**src/rtl/core/lru_frame_replacement_core_macros.svh**
```systemverilog
// Assertion macros shared by the LRU frame replacement core modules.
`ifndef LRU_FRAME_REPLACEMENT_CORE_MACROS_SVH
`define LRU_FRAME_REPLACEMENT_CORE_MACROS_SVH

// The consequent must hold in the same cycle as the antecedent.
`define LRUFR_ASSERT_SAME(label, clk, rst, ante, cons) \
   label: assert property (@(posedge clk) disable iff (rst) (ante) |-> (cons)) \
      else $error("lrufr assertion failed");

// The consequent must hold in the cycle after the antecedent.
`define LRUFR_ASSERT_NEXT(label, clk, rst, ante, cons) \
   label: assert property (@(posedge clk) disable iff (rst) (ante) |=> (cons)) \
      else $error("lrufr assertion failed");

`endif

```
**src/rtl/core/lrufr_pkg.sv**
```systemverilog
// Shared types and constants of the LRU frame replacement core.
package lrufr_pkg;

   localparam int FRAME_W  = 4;
   localparam int KIND_W   = 3;
   localparam int STATUS_W = 2;
   localparam int COUNT_W  = 5;
   localparam int FRAME_SPACE = 16;

   localparam logic [KIND_W-1:0] KIND_INSERT = 3'd0;
   localparam logic [KIND_W-1:0] KIND_TOUCH  = 3'd1;
   localparam logic [KIND_W-1:0] KIND_EVICT  = 3'd2;
   localparam logic [KIND_W-1:0] KIND_REMOVE = 3'd3;
   localparam logic [KIND_W-1:0] KIND_CLEAR  = 3'd4;

   localparam logic [STATUS_W-1:0] STATUS_OK          = 2'd0;
   localparam logic [STATUS_W-1:0] STATUS_EVICT_EMPTY = 2'd1;
   localparam logic [STATUS_W-1:0] STATUS_ABSENT      = 2'd2;
   localparam logic [STATUS_W-1:0] STATUS_FULL        = 2'd3;

   // Commands from the controller to the datapath.
   typedef struct packed {
      logic capture;
      logic execute;
   } cmd_type;

endpackage

```
**src/rtl/core/lrufr_ctrl.sv**
```systemverilog
// Controller state machine of the LRU frame replacement core.
`include "lru_frame_replacement_core_macros.svh"

module lrufr_ctrl (
   input  logic              clock,
   input  logic              reset,
   input  logic              req_tvalid,
   output logic              req_tready,
   output logic              rsp_tvalid,
   input  logic              rsp_tready,
   output lrufr_pkg::cmd_type cmd
);

   typedef enum logic [1:0] {
      ST_IDLE = 2'b01,
      ST_EXEC = 2'b10
   } state_type;

   state_type state_ff, state_in;
   logic      rsp_valid_ff, rsp_valid_in;
   logic      slot_free;

   assign req_tready  = (state_ff == ST_IDLE);
   assign rsp_tvalid  = rsp_valid_ff;
   assign slot_free   = !rsp_valid_ff || rsp_tready;
   assign cmd.capture = req_tvalid && req_tready;
   assign cmd.execute = (state_ff == ST_EXEC) && slot_free;

   always_comb begin
      state_in = state_ff;
      unique case (state_ff)
         ST_IDLE: begin
            if (cmd.capture) state_in = ST_EXEC;
         end
         ST_EXEC: begin
            if (cmd.execute) state_in = ST_IDLE;
         end
         default: begin
            state_in = ST_IDLE;
         end
      endcase
   end

   always_comb begin
      if (cmd.execute) begin
         rsp_valid_in = 1'b1;
      end else if (rsp_tready) begin
         rsp_valid_in = 1'b0;
      end else begin
         rsp_valid_in = rsp_valid_ff;
      end
   end

   always_ff @(posedge clock) begin
      if (reset) begin
         state_ff     <= ST_IDLE;
         rsp_valid_ff <= 1'b0;
      end else begin
         state_ff     <= state_in;
         rsp_valid_ff <= rsp_valid_in;
      end
   end

   // The output register is never overwritten while its transaction is pending.
   `LRUFR_ASSERT_SAME(a_exec_slot_free, clock, reset, cmd.execute, slot_free)
   // A captured transaction is always followed by the execute state.
   `LRUFR_ASSERT_NEXT(a_capture_to_exec, clock, reset, cmd.capture, state_ff == ST_EXEC)

endmodule

```
**src/rtl/core/lrufr_dp.sv**
```systemverilog
// Datapath of the LRU frame replacement core: recency order, held bits, result register.
`include "lru_frame_replacement_core_macros.svh"

module lrufr_dp #(
   parameter int FRAME_COUNT = 16
) (
   input  logic                                clock,
   input  logic                                reset,
   input  lrufr_pkg::cmd_type                  cmd,
   input  logic [lrufr_pkg::KIND_W-1:0]        req_kind,
   input  logic [lrufr_pkg::FRAME_W-1:0]       req_frame,
   output logic [lrufr_pkg::STATUS_W-1:0]      rsp_status,
   output logic                                rsp_was_held,
   output logic [lrufr_pkg::FRAME_W-1:0]       rsp_evicted_frame,
   output logic [lrufr_pkg::FRAME_W-1:0]       rsp_victim_frame,
   output logic                                rsp_victim_valid,
   output logic [lrufr_pkg::COUNT_W-1:0]       rsp_occupancy,
   output logic                                rsp_full_res
);

   localparam int DEPTH = (FRAME_COUNT < lrufr_pkg::FRAME_SPACE) ?
                          FRAME_COUNT : lrufr_pkg::FRAME_SPACE;
   localparam int FW = lrufr_pkg::FRAME_W;
   localparam int CW = lrufr_pkg::COUNT_W;

   // Registered transaction.
   logic [lrufr_pkg::KIND_W-1:0] kind_ff;
   logic [FW-1:0]                frame_ff;

   // Recency order, position 0 least recent; only positions below count_ff are live.
   logic [FW-1:0] order_ff [DEPTH];
   logic [FW-1:0] order_in [DEPTH];
   logic [CW-1:0] count_ff, count_in;
   logic [lrufr_pkg::FRAME_SPACE-1:0] held_ff, held_in;

   // Result register.
   logic [lrufr_pkg::STATUS_W-1:0] status_ff, status_in;
   logic                           was_ff, was_in;
   logic [FW-1:0]                  evicted_ff, evicted_in;
   logic [FW-1:0]                  victim_ff;
   logic                           victim_valid_ff;
   logic [CW-1:0]                  occ_ff;
   logic                           full_ff;

   logic            in_range;
   logic            held;
   logic [DEPTH-1:0] match;
   logic [CW-1:0]   match_pos;
   logic            drop;
   logic [CW-1:0]   drop_pos;
   logic            append;
   logic [CW-1:0]   count_mid;

   assign in_range = (32'(frame_ff) < FRAME_COUNT);
   assign held     = in_range && held_ff[frame_ff];

   // Associative search over the live positions.
   always_comb begin
      match_pos = '0;
      for (int i = 0; i < DEPTH; i++) begin
         match[i] = (order_ff[i] == frame_ff) && (CW'(i) < count_ff);
         if (match[i]) match_pos = match_pos | CW'(i);
      end
   end

   // Operation decode: what leaves the order, what joins it, and the reported fields.
   always_comb begin
      drop       = 1'b0;
      drop_pos   = '0;
      append     = 1'b0;
      status_in  = lrufr_pkg::STATUS_OK;
      was_in     = 1'b0;
      evicted_in = '0;
      held_in    = held_ff;
      unique case (kind_ff)
         lrufr_pkg::KIND_INSERT: begin
            was_in = held;
            if (held) begin
               drop     = 1'b1;
               drop_pos = match_pos;
               append   = 1'b1;
            end else if (!in_range || (32'(count_ff) >= DEPTH)) begin
               status_in = lrufr_pkg::STATUS_FULL;
            end else begin
               append            = 1'b1;
               held_in[frame_ff] = 1'b1;
            end
         end
         lrufr_pkg::KIND_TOUCH: begin
            was_in = held;
            if (held) begin
               drop     = 1'b1;
               drop_pos = match_pos;
               append   = 1'b1;
            end
         end
         lrufr_pkg::KIND_EVICT: begin
            if (count_ff == '0) begin
               status_in = lrufr_pkg::STATUS_EVICT_EMPTY;
            end else begin
               drop                = 1'b1;
               evicted_in          = order_ff[0];
               held_in[order_ff[0]] = 1'b0;
            end
         end
         lrufr_pkg::KIND_REMOVE: begin
            was_in = held;
            if (held) begin
               drop              = 1'b1;
               drop_pos          = match_pos;
               held_in[frame_ff] = 1'b0;
            end else begin
               status_in = lrufr_pkg::STATUS_ABSENT;
            end
         end
         lrufr_pkg::KIND_CLEAR: begin
            held_in = '0;
         end
         default: begin
         end
      endcase
   end

   assign count_mid = count_ff - CW'(drop);

   always_comb begin
      if (kind_ff == lrufr_pkg::KIND_CLEAR) begin
         count_in = '0;
      end else begin
         count_in = count_mid + CW'(append);
      end
   end

   // Each position either takes the new frame, closes the gap from above, or holds.
   for (genvar i = 0; i < DEPTH; i++) begin : g_pos
      if (i < DEPTH - 1) begin : g_shift
         always_comb begin
            if (append && (CW'(i) == count_mid)) begin
               order_in[i] = frame_ff;
            end else if (drop && (CW'(i) >= drop_pos) && (CW'(i + 1) < count_ff)) begin
               order_in[i] = order_ff[i+1];
            end else begin
               order_in[i] = order_ff[i];
            end
         end
      end else begin : g_top
         always_comb begin
            if (append && (CW'(i) == count_mid)) begin
               order_in[i] = frame_ff;
            end else begin
               order_in[i] = order_ff[i];
            end
         end
      end
   end

   always_ff @(posedge clock) begin
      if (cmd.capture) begin
         kind_ff  <= req_kind;
         frame_ff <= req_frame;
      end
      if (cmd.execute) begin
         for (int i = 0; i < DEPTH; i++) begin
            order_ff[i] <= order_in[i];
         end
         status_ff       <= status_in;
         was_ff          <= was_in;
         evicted_ff      <= evicted_in;
         victim_ff       <= (count_in != '0) ? order_in[0] : '0;
         victim_valid_ff <= (count_in != '0);
         occ_ff          <= count_in;
         full_ff         <= (32'(count_in) == FRAME_COUNT);
      end
   end

   always_ff @(posedge clock) begin
      if (reset) begin
         count_ff <= '0;
         held_ff  <= '0;
      end else if (cmd.execute) begin
         count_ff <= count_in;
         held_ff  <= held_in;
      end
   end

   assign rsp_status        = status_ff;
   assign rsp_was_held      = was_ff;
   assign rsp_evicted_frame = evicted_ff;
   assign rsp_victim_frame  = victim_ff;
   assign rsp_victim_valid  = victim_valid_ff;
   assign rsp_occupancy     = occ_ff;
   assign rsp_full_res      = full_ff;

   // Every live order position corresponds to exactly one held bit.
   `LRUFR_ASSERT_SAME(a_count_matches_held, clock, reset, 1'b1, $countones(held_ff) == 32'(count_ff))
   // The order never grows past its storage.
   `LRUFR_ASSERT_SAME(a_count_bound, clock, reset, 1'b1, 32'(count_ff) <= DEPTH)

endmodule

```
**src/rtl/core/lru_frame_replacement_core.sv**
```systemverilog
// Each transaction is first registered; then, in the execute state, the associative search
// over up to sixteen positions, the shift of the recency order and the held-bit update
// complete and load the response register. A new request is taken while the previous
// response still waits; the execute step stalls only while that response is not yet taken.
// Frame numbers at or above FRAME_COUNT are never held. No clearing pass follows reset.
module lru_frame_replacement_core #(
   parameter int FRAME_COUNT = 16
) (
   input  logic        clock,
   input  logic        reset,
   input  logic        req_tvalid,
   output logic        req_tready,
   input  logic [7:0]  req_tdata,   // [3:0] frame, [7:4] zero
   input  logic [2:0]  req_tuser,   // [2:0] kind
   output logic        rsp_tvalid,
   input  logic        rsp_tready,
   // [1:0] status, [2] was_held, [6:3] evicted_frame, [10:7] victim_frame,
   // [11] victim_valid, [16:12] occupancy, [17] full_res, [23:18] zero
   output logic [23:0] rsp_tdata
);

   lrufr_pkg::cmd_type                cmd;
   logic [lrufr_pkg::STATUS_W-1:0]    status;
   logic                              was_held;
   logic [lrufr_pkg::FRAME_W-1:0]     evicted_frame;
   logic [lrufr_pkg::FRAME_W-1:0]     victim_frame;
   logic                              victim_valid;
   logic [lrufr_pkg::COUNT_W-1:0]     occupancy;
   logic                              full_res;

   lrufr_ctrl u_ctrl (
      .clock      (clock),
      .reset      (reset),
      .req_tvalid (req_tvalid),
      .req_tready (req_tready),
      .rsp_tvalid (rsp_tvalid),
      .rsp_tready (rsp_tready),
      .cmd        (cmd)
   );

   lrufr_dp #(
      .FRAME_COUNT (FRAME_COUNT)
   ) u_dp (
      .clock             (clock),
      .reset             (reset),
      .cmd               (cmd),
      .req_kind          (req_tuser),
      .req_frame         (req_tdata[3:0]),
      .rsp_status        (status),
      .rsp_was_held      (was_held),
      .rsp_evicted_frame (evicted_frame),
      .rsp_victim_frame  (victim_frame),
      .rsp_victim_valid  (victim_valid),
      .rsp_occupancy     (occupancy),
      .rsp_full_res      (full_res)
   );

   assign rsp_tdata = {6'b0, full_res, occupancy, victim_valid, victim_frame,
                       evicted_frame, was_held, status};

endmodule

```
**config.mk**
```make
export PLATFORM = sky130hd
export DESIGN_NAME = lru_frame_replacement_core
export DESIGN_NICKNAME = d
export VERILOG_FILES = /design/src/rtl/core/lrufr_pkg.sv /design/src/rtl/core/lrufr_ctrl.sv /design/src/rtl/core/lrufr_dp.sv /design/src/rtl/core/lru_frame_replacement_core.sv
export VERILOG_INCLUDE_DIRS = /design/src /design/src/rtl/core
export SDC_FILE = /design/constraint.sdc
export NUM_CORES = 1
export LEC_CHECK = 0
export ABC_CLOCK_PERIOD_IN_PS = 7450
export BUFFER_PORTS_ARGS = -buffer_cell sky130_fd_sc_hd__buf_2
export CAP_MARGIN = 20
export CORE_ASPECT_RATIO = 0.8
export CORE_MARGIN = 3
export CORE_UTILIZATION = 50
export CTS_CLUSTER_DIAMETER = 50
export CTS_CLUSTER_SIZE = 14
export DETAILED_ROUTE_END_ITERATION = 8
export PLACE_DENSITY = 0.68
export SLEW_MARGIN = 30
export SYNTH_ARGS = -nofsm -noshare
export SYNTH_HDL_FRONTEND = slang
export SYNTH_SLANG_ARGS = --single-unit
```
**constraint.sdc**
```tcl
create_clock -name clock -period 7.45 [get_ports clock]
set_input_delay 1.49 -clock clock [delete_from_list [all_inputs] [get_ports clock]]
set_output_delay 1.49 -clock clock [all_outputs]
set_load 0.01 [all_outputs]
```
Word level (Yosys, flattened, before mapping)
Memories as Yosys holds them, arrays and structs flattened.
Cells that the tools add are included.
Word-level totals
  bits in writable memories: 64
  memories: 1
  word-level logic and storage cells: 255
  register bits: 49
  bits of input ports: 15
  output and inout bits: 26
Cells by class
  bitwise operators: 6
  equal/unequal tests: 43
  order comparisons: 35
  add/subtract/negate cells: 2
  reductions and logical operators: 77
  mux-type cells: 78
Memories
  u_dp.order_ff: words 16, width 4, rd ports 16, clocked after Yosys merged registers in 0, write ports 16, RTL line lrufr_dp.sv:31  | logic [FW-1:0] order_ff [DEPTH];
Operators with widths (count)
  $mux 4: 39
  $logic_and 1x1->1: 65
  $mux 16: 4
  $pmux 16 s4: 1
  $eq 4x4->1: 15
  $eq 4x5->1 const A: 8
  $lt 4x5->1 const A: 8
  $ge 4x5->1 const A: 7
  $and 16x16->16: 2
  $not 16->16: 2
  $eq 3x5->1 const A: 4
  $ge 3x5->1 const A: 4
  $lt 3x5->1 const A: 4
  $or 16x16->16: 1
  $mux 5: 3
  $mux 2: 7
  $mux 1: 13
  $mux 3: 4
  $eq 2x5->1 const A: 2
  $ge 1x5->1 const A: 2
  $ge 2x5->1 const A: 2
  $logic_not 5->1: 2
  $lt 2x5->1 const A: 2
  $lt 4x5->1 const B: 2
  other kinds (30): 38

Depth between registers and ports, before layout
An unclocked memory read counts as a cell.
  depth after elaboration: 25
  mapped depth: 19
  mapped depth without buffers: 18

By module
Synthesis repeated with hierarchy kept, for this count alone.
Second synthesis, totals
  cells, all modules: 600
  area, all modules: 6705.2 um^2
By module, submodules not included
  lrufr_dp: area each 6497.5 um^2, cells an instance 577, times used 1, sequential area each 3093.0 um^2
  lrufr_ctrl: area each 136.4 um^2, cells an instance 13, times used 1, sequential area each 60.1 um^2
  lru_frame_replacement_core: area each 71.3 um^2, cells an instance 10, times used 1, sequential area each 0.0 um^2

Worst setup path after synthesis
OpenSTA, ideal clock, no wires.
  path kind: flip-flop to flip-flop
  from: reg u_dp.frame_ff[2]
  to: reg u_dp.victim_ff[0] (netlist: u_dp.rsp_victim_frame[0]), data pin
  data arrival time: 3860 ps
  path slack: 3322 ps
  buffers on the path: 0
  clock period less this slack: 4128 ps
  data required time: 7182 ps
  cell stages (with the launch flop): 17
  library setup time: 268 ps
  path through: edfxtp_1 mux4_1 mux4_2 nand2_1 inv_1 nor2_1 inv_1 ha_1 inv_1 ha_1 ha_1 inv_1 xnor2_1 a21oi_1 or4_1 nor2_1 a211oi_1
Between the ends
  elaborated cells between the ends (all ways): 64
  classes of those cells: 2 x add/sub; 1 x order compare; 15 x eq/ne; 26 x mux; 20 x reduce/logical
RTL lines
  start: declaration: RTL line lrufr_dp.sv:28  | logic [FW-1:0] frame_ff;
  start signal: assignment: RTL line lrufr_dp.sv:160  | frame_ff <= req_frame;
  $bmux 1 s4 *: RTL line lrufr_dp.sv:55  | assign held = in_range && held_ff[frame_ff];
  $mux 1 (not written as such) *: RTL line lrufr_dp.sv:55
  $mux 1: RTL line lrufr_dp.sv:78, lrufr_dp.sv:91, lrufr_dp.sv:108
  $pmux 1 s2: RTL line lrufr_dp.sv:75  | unique case (kind_ff)
  $sub 5x1->5: RTL line lrufr_dp.sv:124  | assign count_mid = count_ff - CW'(drop);
  $add 5x1->5 *: RTL line lrufr_dp.sv:130  | count_in = count_mid + CW'(append);
  $mux 5 *: RTL line lrufr_dp.sv:127  | if (kind_ff == lrufr_pkg::KIND_CLEAR) begin
  via u_dp.count_in[2]: RTL line lrufr_dp.sv:33  | logic [CW-1:0] count_ff, count_in;
  $reduce_bool 5->1 *: RTL line lrufr_dp.sv:169  | victim_ff <= (count_in != '0) ? order_in[0] : '0;
  end signal: assignment: RTL line lrufr_dp.sv:169
  end: declaration: RTL line lrufr_dp.sv:40  | logic [FW-1:0] victim_ff;
The timed path passes the listed nets; every way through them passes the cells marked *. The select of a mux whose other input is x is not followed.
A chain may end at the register's enable or synchronous reset.

==> impl_summary.txt <==
----------------------------------------------------
[Floorplanning]
  Die Footprint ... approximately 0.015 mm2
  Boundary pin count ... 41
  Num rows ... 37
  Area of the core ... 0.0129 mm2
  Initial cell density of the core ... roughly half
  Die Span X ... 135 um
  Die outline height ... roughly 110 um

[Worst setup path]
  Number of buffers and inverters on the critical path ... 3
  Cell repeated most along the worst path ... sky130_fd_sc_hd__nor2_1
  Critical path class ... reg -> reg
  Maximum net fanout on the critical path ... 32
  Worst Path Arrival ... between 5 and 6 ns
  Kind of capture point of the worst setup path ... flop
  Crit path required time ... 7.52 ns
  Gate family responsible for the most delay along the worst path ... simple AND/OR/NAND/NOR gates
  Nature of the critical path startpoint ... flop
  Cell with the biggest individual delay on the critical path ... sky130_fd_sc_hd__edfxtp_1
  Worst path cell trace ... buf_4, mux4_2, mux4_2, nand2_1, inv_1, nor2_1, inv_1, ha_1, ha_1, nand2b_1, nor2_1, xor2_1, or3_1, nor2_1, a31oi_1, nor2_1
  Largest incremental delay on the critical path ... about 0.63 ns

[Final layout]
  Nets@finish ... 655
  Share of post-route cells with drive strength above 1 ... 21.4%
  Final antenna diode count ... 0
  Post-synthesis to final-layout area growth ... 11.4%
  FF/Latch Area ... ~0.0032 mm2
  Filler cells ... roughly 1.1k
  Number of cells in the finished layout apart from fillers ... roughly 820
  Area taken by multi-input logic gates ... 0.00319 mm2

[Place]
  HPWL after DPL ... approximately 11000 um
  Total of buffers placed on input and output ports ... 30
  Final estimated routing congestion in global placement ... roughly 0.89
  Dpl cells ... roughly 790
  Worst slack at placement ... about 2.1 ns

[Synth]
  Distinct cell type count of the synthesized netlist ... 56
  Main flop type after synthesis ... sky130_fd_sc_hd__edfxtp_1
  Post-synthesis share of cell area spent on xor and xnor gates ... about 8.8%
  Simple-Gate Fraction of Synth Area ... approximately 14%
  Proportion of netlist area held by the largest area contributor ... 40.1%
  Combinational family with the most area after synthesis ... simple AND/OR/NAND/NOR gates
  Multiplexer area fraction after synthesis ... 11.9%
  Post-Synthesis Mean Instance Area ... about 11 um2
  Post-synth EDFFs ... between 80 and 90
  Flops & latches, synth ... 113
  Post-synthesis instance total ... 619
  Leading cell types by total area after synthesis ... sky130_fd_sc_hd__edfxtp_1, sky130_fd_sc_hd__mux2_2, sky130_fd_sc_hd__dfxtp_1, sky130_fd_sc_hd__xnor2_1, sky130_fd_sc_hd__a21oi_1
  Cell accounting for the most synthesized area ... sky130_fd_sc_hd__edfxtp_1
  Part of the Yosys area used for sequential elements ... a little under half
  Total of warnings raised by yosys ... 0
  Fraction of the mapped netlist area in compound gates ... 12.2%
  Adder-cell share of the synthesized area ... less than 1%
  Area of the mapped netlist ... around 0.0067 mm2
  Most common library cells after synthesis ... sky130_fd_sc_hd__edfxtp_1, sky130_fd_sc_hd__mux2_2, sky130_fd_sc_hd__nor2_1
  Asr flop ratio synth ... 0%
  Leading cell type by number of instances after synthesis ... sky130_fd_sc_hd__edfxtp_1

[Clock network]
  TritonCTS clock tree ... done
  Clock net sink count ... ~110
  Gates resized, CTS repair ... 0
  Number of buffers between clock root and the deepest sink ... 2
  Setup bufs post-CTS ... 0
  Cell chosen for the clock root ... sky130_fd_sc_hd__clkbuf_16
  Clock latency reported for the late side of the worst-skew pair ... approximately 0.42 ns
  H-tree lvl count ... 4
  Number of buffers inserted during clock tree synthesis ... 17
  Number of buffers inserted by hold repair at cts ... 0
  Clock slew at reported path FFs ... roughly 0.05 ns

[Route]
  Vias after detailed routing ... 4882
  Drt via density ... a little under 6
  Final wirelength ... between 15000 and 20000 um
  Total iterations of the first detailed-routing run ... 5
  Post-detailed-route DRC marker count ... 0
  Number of nets with antenna violations after routing ... 0
  Iteration-0 DRC count of the detailed router ... approximately 400
  Post-DR wirelength/cell ... 18.4 um

[Timing]
  Max Clock Skew ... between 0.006 and 0.007 ns
  Hold WS ... ~0.51 ns
  Final worst setup slack ... around 2 ns
  RSZ-0062 raised after global routing ... no
  Actual slew at the worst max-slew pin ... 0.738 ns
  Final sum of negative setup slack ... 0 ns
  Number of hold violations in the final report ... 0
  Count of final max-slew check failures ... 0
  Period minus WS final ... approximately 5.4 ns
  Worst rel slew slack ... between 50% and 60%
  Peak Freq ... 185 MHz
  Fraction of the cycle the final worst path needs ... around 73%
  Final Setup Violations ... 0

[Status]
  Status ... completed

[GRT]
  Overflow left after global routing ... 0
  Maximum number of pins on one net before global-route repair ... 42
  Wire length of the first global-routing pass ... between 20000 and 25000 um
  Combined global-route utilization of all metal layers ... approximately 22%
  Via count of the first global-routing pass ... 4823
  Antenna violations before repair ... 0

[Hold path]
  Worst hold path class ... reg -> reg

[Power and ir drop]
  Power per cell area ... between 200 and 250 mW/mm2
  Largest voltage drop on the vdd net ... around 0.16 mV
  Static leakage power ... approximately 2.5 nW

[Job]
  Number of maximum-capacitance constraint violations ... 0

----------------------------------------------------
## logic make-up after synthesis
kind of cell / after synthesis
buf+inv: 58
mux: 65
compound gates: 122
other cells: 1
flops: 113
simple gates: 189
fa+ha+maj: 4
xor+xnor: 67
## cell type report
type                            instances  area share (%)
Timing Repair Buffer                   38            2.83
Inverter                               13           0.658
Tap cell                              175            2.95
Clock inverter                         13            2.26
Multi-Input combinational cell        453            43.0
Sequential cell                       113            42.5
Clock buffer                           19            5.83
## worst paths after layout
path,start,endpoint,slack [ns],cells after the start
max,u_dp.frame_ff[2],u_dp.order_ff[0][17],2.04,16
min,u_ctrl.state_ff[1],u_ctrl.rsp_tvalid,0.51,2
min reg2reg,u_ctrl.state_ff[1],u_ctrl.rsp_tvalid,0.51,2
max reg2reg,u_dp.frame_ff[2],u_dp.order_ff[0][17],2.04,16
## power breakdown
part | total, mW | internal, mW | switching [mW]
sequential | 0.688 | 0.680 | 0.00844
combinational | 0.0795 | 0.0281 | 0.0515
clock | 0.826 | 0.552 | 0.274
total | 1.59 | 1.26 | 0.334
## registers in the layout (all words and copies together) (netlist names), 3 cells and up
name                    cells
u_dp.order_ff              64
u_dp.held_ff               16
u_dp.count_ff               5
u_dp.rsp_occupancy          5
u_dp.frame_ff               4
u_dp.rsp_evicted_frame      4
u_dp.rsp_victim_frame       4
u_dp.kind_ff                3
## through the flow
stage,total power [mW],instance area (um2),utilization (%)
2_1_floorplan,0.765,6680,-
3_3_place_gp,0.776,6820,52.8
3_5_place_dp,0.778,6820,52.8
4_1_cts,1.61,7420,57.4
5_1_grt,1.64,7420,57.4
6_report,1.59,7420,57.4
## worst reg2reg max path: stages (launching register included)
cell and delay, ns:
sky130_fd_sc_hd__edfxtp_1 0.63, sky130_fd_sc_hd__buf_4 0.50, sky130_fd_sc_hd__mux4_2 0.39, sky130_fd_sc_hd__mux4_2 0.56
sky130_fd_sc_hd__nand2_1 0.21, sky130_fd_sc_hd__inv_1 0.17, sky130_fd_sc_hd__nor2_1 0.32, sky130_fd_sc_hd__inv_1 0.14
sky130_fd_sc_hd__ha_1 0.22, sky130_fd_sc_hd__ha_1 0.24, sky130_fd_sc_hd__nand2b_1 0.12, sky130_fd_sc_hd__nor2_1 0.06
sky130_fd_sc_hd__xor2_1 0.19, sky130_fd_sc_hd__or3_1 0.48, sky130_fd_sc_hd__nor2_1 0.42, sky130_fd_sc_hd__a31oi_1 0.08
sky130_fd_sc_hd__nor2_1 0.33
## cell usage in the layout (no fill, tap or decap), types with 12 or more instances in the layout
cell,n
sky130_fd_sc_hd__a211oi_1,23
sky130_fd_sc_hd__a21oi_1,53
sky130_fd_sc_hd__buf_2,30
sky130_fd_sc_hd__clkbuf_16,17
sky130_fd_sc_hd__dfxtp_1,24
sky130_fd_sc_hd__edfxtp_1,89
sky130_fd_sc_hd__inv_1,12
sky130_fd_sc_hd__mux2_2,56
sky130_fd_sc_hd__nand2_1,41
sky130_fd_sc_hd__nand2b_1,14
sky130_fd_sc_hd__nand3_1,16
sky130_fd_sc_hd__nor2_1,53
sky130_fd_sc_hd__nor3_1,13
sky130_fd_sc_hd__o221ai_1,12
sky130_fd_sc_hd__xnor2_1,42
sky130_fd_sc_hd__xor2_1,25
## layer usage
layer / GRT usage (%) / vias up / wire, um
met5: 0 / - / 0
met4: 7.05 / 0 / 195
met3: 5.21 / 18 / 1050
met2: 34.2 / 190 / 6940
met1: 30.4 / 2369 / 7000
li1: - / 2305 / -
Power figures use the tool's default switching activity.
